<file path="config.mk">
export PLATFORM = sky130hd
export DESIGN_NAME = tks_ctrl
export DESIGN_NICKNAME = d
export VERILOG_FILES = /design/src/hdl/assert_macros.svh /design/src/hdl/tks_pkg.sv /design/src/hdl/tks_ctrl.sv
export SDC_FILE = /design/constraint.sdc
export NUM_CORES = 1
export LEC_CHECK = 0
export ABC_AREA = 1
export BUFFER_PORTS_ARGS = -buffer_cell sky130_fd_sc_hd__buf_2
export CAP_MARGIN = 10
export CORE_MARGIN = 5
export CORE_UTILIZATION = 43
export CTS_CLUSTER_SIZE = 30
export DETAILED_ROUTE_END_ITERATION = 10
export GPL_TIMING_DRIVEN = 0
export PLACE_DENSITY = 0.78
export SYNTH_ARGS = -nofsm -noshare
export SYNTH_HDL_FRONTEND = slang
export SYNTH_SLANG_ARGS = --single-unit
</file>
<file path="constraint.sdc">
create_clock -name i_clk -period 1.8 [get_ports i_clk]
set_clock_uncertainty 0.2 [all_clocks]
set_input_delay 0.36 -clock i_clk [delete_from_list [all_inputs] [get_ports i_clk]]
set_output_delay 0.36 -clock i_clk [all_outputs]
set_load 0.01 [all_outputs]
</file>
<file path="src/hdl/assert_macros.svh">
// Assertion macros for the RTL file that checks its own behavior (the top level).
`ifndef ASSERT_MACROS_SVH
`define ASSERT_MACROS_SVH

// Same-cycle implication, sampled on i_clk, off while i_rst_n is low
`define ASSERT_SAME(label, ante, cons, msg) \
    label: assert property (@(posedge i_clk) disable iff (!i_rst_n) (ante) |-> (cons)) \
        else $error(msg);

// Next-cycle implication, sampled on i_clk, off while i_rst_n is low
`define ASSERT_NEXT(label, ante, cons, msg) \
    label: assert property (@(posedge i_clk) disable iff (!i_rst_n) (ante) |=> (cons)) \
        else $error(msg);

`endif

</file>
<file path="src/hdl/tks_pkg.sv">
// Shared types and constants of the toroidal kernel splat block.
`timescale 1ns / 1ps

package tks_pkg;

    // Field widths of the input and output words
    localparam int COORD_W  = 16;
    localparam int MAG_W    = COORD_W + 1;   // coordinate minus radius, magnitude
    localparam int KIDX_W   = 8;
    localparam int VAL_W    = 32;
    localparam int FUNC_W   = 3;
    localparam int RCFG_W   = 3;             // kernel_radius register
    localparam int RAD_W    = 4;             // active radius and loop counters
    localparam int IN_W     = 2 * COORD_W + KIDX_W + VAL_W;
    localparam int OUT_W    = VAL_W;

    localparam logic [RCFG_W-1:0] RADIUS_RST = RCFG_W'(2);

    // Operation codes carried in tuser
    typedef enum logic [FUNC_W-1:0] {
        FN_KLOAD = 3'd0,
        FN_FILL  = 3'd1,
        FN_WRITE = 3'd2,
        FN_SPLAT = 3'd3,
        FN_READ  = 3'd4
    } t_func;

    // Commands from the controller to the datapath
    typedef struct packed {
        logic load_item;   // latch the accepted word
        logic wrap_start;  // start coordinate reduction
        logic wrap_rad;    // reduce coordinate minus active radius
        logic pos_init;    // load cell position and kernel counters
        logic sweep_step;  // write one grid entry of a sweep
        logic sweep_zero;  // sweep writes zero instead of the item value
        logic kload;       // write one kernel entry
        logic mem_rd;      // read grid cell and kernel entry
        logic grid_wr;     // write item value to current cell
        logic spl_wr;      // write saturated sum to current cell
        logic spl_step;    // advance splat position
        logic res_load;    // load output register
        logic res_read;    // output register takes the read data
    } t_cmd;

    // Status from the datapath to the controller
    typedef struct packed {
        t_func in_func;    // operation of the word on the input
        logic  wrap_done;
        logic  sweep_last;
        logic  spl_last;
    } t_status;

endpackage

</file>
<file path="src/hdl/tks_ctrl.sv">
// Controller: sequences each operation and owns the stream handshakes.
`timescale 1ns / 1ps

module tks_ctrl import tks_pkg::*; (
    input  logic    i_clk,
    input  logic    i_rst_n,
    input  logic    i_s_axis_tvalid,
    output logic    o_s_axis_tready,
    output logic    o_m_axis_tvalid,
    input  logic    i_m_axis_tready,
    input  t_status i_status,
    output t_cmd    o_cmd
);

    typedef enum logic [10:0] {
        ST_CLEAR     = 11'b000_0000_0001,
        ST_IDLE      = 11'b000_0000_0010,
        ST_KLOAD     = 11'b000_0000_0100,
        ST_FILL      = 11'b000_0000_1000,
        ST_WRAP_GO   = 11'b000_0001_0000,
        ST_WRAP_WAIT = 11'b000_0010_0000,
        ST_WR        = 11'b000_0100_0000,
        ST_RD        = 11'b000_1000_0000,
        ST_SPL_RD    = 11'b001_0000_0000,
        ST_SPL_WR    = 11'b010_0000_0000,
        ST_DONE      = 11'b100_0000_0000
    } t_state;

    t_state r_state, n_state;
    t_func  r_func, n_func;
    logic   r_ovalid, n_ovalid;
    t_cmd   cmd;
    logic   ready;

    always_ff @(posedge i_clk) begin
        if (!i_rst_n) begin
            r_state  <= ST_CLEAR;
            r_func   <= FN_KLOAD;
            r_ovalid <= 1'b0;
        end else begin
            r_state  <= n_state;
            r_func   <= n_func;
            r_ovalid <= n_ovalid;
        end
    end

    // Next state and commands
    always_comb begin
        n_state = r_state;
        n_func  = r_func;
        cmd     = '0;
        ready   = 1'b0;
        case (r_state)
            ST_CLEAR: begin
                cmd.sweep_step = 1'b1;
                cmd.sweep_zero = 1'b1;
                if (i_status.sweep_last) begin
                    n_state = ST_IDLE;
                end
            end
            ST_IDLE: begin
                ready = 1'b1;
                if (i_s_axis_tvalid) begin
                    cmd.load_item = 1'b1;
                    n_func        = i_status.in_func;
                    case (i_status.in_func)
                        FN_KLOAD: n_state = ST_KLOAD;
                        FN_FILL:  n_state = ST_FILL;
                        FN_WRITE: n_state = ST_WRAP_GO;
                        FN_SPLAT: n_state = ST_WRAP_GO;
                        FN_READ:  n_state = ST_WRAP_GO;
                        default:  n_state = ST_DONE;
                    endcase
                end
            end
            ST_KLOAD: begin
                cmd.kload = 1'b1;
                n_state   = ST_DONE;
            end
            ST_FILL: begin
                cmd.sweep_step = 1'b1;
                if (i_status.sweep_last) begin
                    n_state = ST_DONE;
                end
            end
            ST_WRAP_GO: begin
                cmd.wrap_start = 1'b1;
                cmd.wrap_rad   = (r_func == FN_SPLAT);
                n_state        = ST_WRAP_WAIT;
            end
            ST_WRAP_WAIT: begin
                cmd.wrap_rad = (r_func == FN_SPLAT);
                if (i_status.wrap_done) begin
                    cmd.pos_init = 1'b1;
                    case (r_func)
                        FN_WRITE: n_state = ST_WR;
                        FN_READ:  n_state = ST_RD;
                        default:  n_state = ST_SPL_RD;
                    endcase
                end
            end
            ST_WR: begin
                cmd.grid_wr = 1'b1;
                n_state     = ST_DONE;
            end
            ST_RD: begin
                cmd.mem_rd = 1'b1;
                n_state    = ST_DONE;
            end
            ST_SPL_RD: begin
                cmd.mem_rd = 1'b1;
                n_state    = ST_SPL_WR;
            end
            ST_SPL_WR: begin
                cmd.spl_wr   = 1'b1;
                cmd.spl_step = 1'b1;
                n_state      = i_status.spl_last ? ST_DONE : ST_SPL_RD;
            end
            ST_DONE: begin
                // wait for the output register to free up
                if (!r_ovalid || i_m_axis_tready) begin
                    cmd.res_load = 1'b1;
                    cmd.res_read = (r_func == FN_READ);
                    n_state      = ST_IDLE;
                end
            end
            default: begin
                n_state = ST_IDLE;
            end
        endcase
    end

    // Output word valid flag
    always_comb begin
        n_ovalid = cmd.res_load | (r_ovalid & ~i_m_axis_tready);
    end

    assign o_cmd           = cmd;
    assign o_s_axis_tready = ready;
    assign o_m_axis_tvalid = r_ovalid;

endmodule

</file>
# --- Word-level counts from Yosys, hierarchy flattened ---
# Cells that the tools add are included.
# Widths: inputs -> output; s select.
totals:
  reg_bits: 15
  in_bits: 10
  out_inout_bits: 15
  elab_cells: 63
op_classes:
  eq_ne: 23
  muxes: 24
  bitwise_logic: 3
  reduce_logical: 10
op_table:
  columns: ["operator", "n"]
  rows:
  - ["$pmux 11 s9", 1]
  - ["$mux 11", 6]
  - ["$pmux 11 s3", 1]
  - ["$pmux 9 s2", 1]
  - ["$eq 3x2->1 const B", 4]
  - ["$mux 1", 12]
  - ["$eq 11x1->1 const B", 1]
  - ["$eq 11x10->1 const B", 1]
  - ["$eq 11x11->1 const B", 1]
  - ["$eq 11x2->1 const B", 1]
  - ["$eq 11x3->1 const B", 1]
  - ["$eq 11x4->1 const B", 1]
  - ["$eq 11x5->1 const B", 1]
  - ["$eq 11x6->1 const B", 1]
  - ["$eq 11x7->1 const B", 1]
  - ["$eq 11x8->1 const B", 1]
  - ["$eq 11x9->1 const B", 1]
  - ["$ne 2x2->1 const B", 5]
  - ["$eq 3x3->1 const B", 2]
  - ["$mux 2", 3]
  - ["$reduce_or 2->1", 3]
  - ["$reduce_or 3->1", 2]
  - ["$reduce_and 5->1", 1]
  - ["$eq 3x1->1 const B", 1]
  - ["other kinds (7)", 7]

# --- Longest topological paths before layout ---
depth:
  ltp_word: 5
  depth_mapped: 11
  ltp_nobuf: 11

# --- Worst setup path after synthesis ---
# OpenSTA, ideal clock, no wires.
synth_path:
  path_kind: "register to output"
  startpoint: "reg r_state[6]"
  endpoint: "out o_cmd[0] (netlist name)"
  t_arrival_ns: 1.053
  required_ns: 1.240
  setup_slack_ns: 0.187
  stages_incl_launch_ff: 6
  path_buffers: 0
  path_cell_list: "dfxtp_1 -> nor2_2 -> nand2_4 -> nor2_4 -> nand2_1 -> nor3_1"
synth_rtl:
  columns: ["element", "line_no", "text"]
  rows:
  - ["start, declared", "tks_ctrl.sv:29", "t_state r_state, n_state;"]
  - ["start signal, assigned", "tks_ctrl.sv:41", "r_state <= n_state;"]
  - ["end, declared", "tks_ctrl.sv:12", "output t_cmd o_cmd"]

==> key figures <==
Power and ir drop
  – Comb pwr share: 0.356
  – NetSw: 292 µW
  – Internal power: 558 µW
  – Switching Fraction: 0.344
  – Cell area power density: 547 mW/mm²
  – Clk pwr share: 0.223
  – Share of power burned in registers: 0.421
  – Static leakage: 0.796 nW
  – Max VDD drop: 0.515 mV

Run status
  – Status: complete, but fails checks
  – Violated checks: setup timing

Logic synthesis
  – Synth area leader: dfxtp_1
  – Synth cell types: 24
  – Sequential fraction of the synthesis area: 0.307
  – Multiplexer area fraction after synthesis: 0
  – Main area contributors after synthesis: dfxtp_1 31%, nand2_1 12%, inv_1 8.8%, nor2_1 7.3%, nand2_2 5.1%
  – Xor/xnor share of the synthesized area: 0
  – Synth Area in Compound Gates: 0.0729
  – Synth Area in Adders: 0
  – Post-synth EDFFs: 0
  – Synthesized area: 978 µm²
  – Top-area cell type share of the netlist area: 0.307
  – Cells after synthesis: 147
  – Syn_nets: 157
  – Syn. warnings: 0
  – Async S/R FF share, synth: 0
  – Main synth FF type: dfxtp_1
  – Post-synthesis simple-gate area fraction: 0.501
  – Largest family of logic cells by synthesized area: simple AND/OR/NAND/NOR gates
  – Post-synthesis register bit count: 15
  – Syn_area_per_cell: 6.66 µm²

STA
  – Post-route clock period utilization: 1.11
  – RSZ-0062 raised after global routing: yes
  – Worst setup margin: -0.198 ns
  – Slew Viols, Final: 0
  – Tightest Pin Transition: 0.439 ns
  – Finish-stage setup viols: 19
  – Accumulated negative setup slack: -1.98 ns
  – Final min period: 2.00 ns
  – Fmax: 0.500 GHz
  – Worst rel slew slack: 0.706
  – Final Hold Violating Endpoints: 0

Layout
  – Final instance area: 0.00155 mm²
  – Layout Nets: 208
  – Layout Cells excl Fill: 225
  – Util after Layout: 0.709
  – Area Overhead vs Synth: 58.8%
  – N_diodes: 0
  – Fill cell count: 166
  – Multi-input combinational cell area: 693 µm²
  – Seq. cell area: 322 µm²
  – Layout cells sized above 1: 0.558

Route
  – Final wirelength: 2.92 mm
  – DR WL/cell: 13.0 µm
  – Routed vias/inst: 4.97
  – DRC: 0
  – DRT antenna net count: 0
  – First DRT Iteration DRCs: 20
  – Pre-antenna DRT Iters: 4
  – Via count: 1119

Clock tree
  – Clk_lat worst skew: 0.29 ns
  – CTS tree: yes
  – Hold Buf Count CTS: 0
  – Clock sinks: 15
  – Clk buf depth: 2
  – Max H-tree Level: 1
  – Root Buffer: clkbuf_4
  – CTS clock-pin slew for the worst setup and hold paths: 0.10 ns
  – Cts bufs inserted: 3

Flow run
  – Max-cap viol count: 0

Floorplan
  – Initial core utilization: 0.447
  – Die Area: 0.00333 mm²
  – Die extent in x: 57.7 µm
  – Core area: 0.00219 mm²
  – Die height: 57.7 µm
  – Num ports: 25
  – # rows: 17

Placed design
  – Area after DPL: 0.00113 mm²
  – Post-DP HPWL: 1.87 mm
  – Placed Instances: 199
  – GPL Wtd Cong: 0.784
  – Buffers on Ports: 24

Setup path
  – Crit start category: flip-flop
  – WS Path Type: reg2out
  – Crit. End Element: primary output
  – Reg2reg end: r_state[1]$_SDFFE_PN0P_
  – Worst Path Arrival: 1.44 ns
  – Worst r2r path cells: 12
  – Reg2reg setup slack: -0.03 ns
  – CP max FO: 6
  – Worst Path Required: 1.24 ns
  – Critical R2R Launch: r_state[10]$_SDFFE_PN0P_

Worst hold path
  – Worst Hold Class: in2reg
  – Hold path depth: 2
  – Hold path endpoint: r_state[2]$_SDFFE_PN0P_
  – Hold wc startpoint: i_status[3]

Global route
  – All-layer global routing usage: 0.160
  – Initial antenna violation count: 0
  – GRT overflow: 0
  – Global-route wire length before repair: 4.24 mm
  – Vias in the first global route: 1018
  – Largest net degree at the start of global routing: 10
-- critical path: stages, from the launching register on --
cell and delay, ns:
dfxtp_4 0.37, nor2_4 0.12, nand2_4 0.08, nor2_4 0.20, nand2_4 0.10, a21oi_2 0.14, buf_2 0.14
-- synthesized netlist by cell type (3+ instances only) --
library cell,instances
a21oi_1,7
nand2_1,30
nor2_2,3
dfxtp_1,15
inv_1,23
nor3_1,5
o21ai_0,3
inv_2,4
nand3_1,7
nor2_4,4
nand2_4,4
nand2_2,8
nor2_1,19
-- power groups by stage --
| stage | sequential, mW | clock (mW) | combinational (mW) |
|---|---|---|---|
| detailed placement | 0.363 | 0 | 0.192 |
| global route | 0.361 | 0.223 | 0.328 |
| CTS | 0.359 | 0.193 | 0.259 |
| finish | 0.358 | 0.189 | 0.303 |
| floorplan | 0.361 | 0 | 0.142 |
| global placement | 0.362 | 0 | 0.185 |
-- cell families after synthesis --
logic type             after synthesis
DFF                                 15
and+or+nand+nor                     90
buffers and inverters               30
AOI/OAI and AO/OA                   12
-- routing by layer --
| metal | track usage | part of all wire | vias to the layer above |
|---|---|---|---|
| met5 | 0 | 0 | - |
| met4 | 0.0695 | 0.021 | 0 |
| met3 | 0.0223 | 0.055 | 8 |
| met2 | 0.295 | 0.55 | 36 |
| met1 | 0.180 | 0.37 | 520 |
| li1 | - | - | 555 |
-- cell type report --
| class | instances | area share |
|---|---|---|
| tap | 28 | 0.0225 |
| multi-input combinational | 102 | 0.446 |
| buffer | 1 | 0.00725 |
| inverter | 29 | 0.0765 |
| clock inverter | 1 | 0.00322 |
| sequential | 15 | 0.207 |
| timing repair buffer | 46 | 0.223 |
| clock buffer | 3 | 0.0145 |
-- placed cells by master (no fill, tap or decap), types with 3 or more instances in the layout --
cell type	instances
a21oi_1	5
buf_2	16
buf_4	19
buf_6	12
clkbuf_4	3
dfxtp_1	8
dfxtp_4	5
inv_1	20
inv_2	5
nand2_1	22
nand2_2	8
nand2_4	12
nand3_1	7
nor2_1	14
nor2_2	3
nor2_4	9
nor3_1	3
nor3_2	4
-- worst max-delay path by stage --
stage,startpoint,endpoint,cells after the start
CTS,r_state[3]$_SDFFE_PN0P_,o_cmd[10],6
detailed placement,r_state[9]$_SDFFE_PN0P_,o_cmd[12],8
global placement,r_state[6]$_SDFFE_PN0P_,o_cmd[12],8
finish,r_state[10]$_SDFFE_PN0P_,o_cmd[10],6
floorplan,r_state[6]$_SDFFE_PN0P_,o_cmd[0],5
global route,r_state[6]$_SDFFE_PN0P_,o_cmd[0],6
-- flip-flops by register name (all words and copies together), names as in the netlist --
name / cells
r_state: 11
r_func: 3
o_m_axis_tvalid: 1
-- metrics by stage --
stage | setup WS, ns | power (mW) | hold WS, ns
after floorplan | 0.187 | 0.503 | 0.231
after global placement | 0.0813 | 0.547 | 0.273
after detailed placement | 0.0348 | 0.554 | 0.279
after CTS | -0.184 | 0.811 | 0.0858
after global routing | -0.296 | 0.912 | 0.0763
final | -0.198 | 0.850 | 0.0966
-- timing repair --
item	in CTS	in global routing
resized for setup	40	26
buffers inserted	9	13
gates cloned	0	0
endpoints found under the setup margin	14	21
pin swaps	15	14
Power figures use the tool's default switching activity.
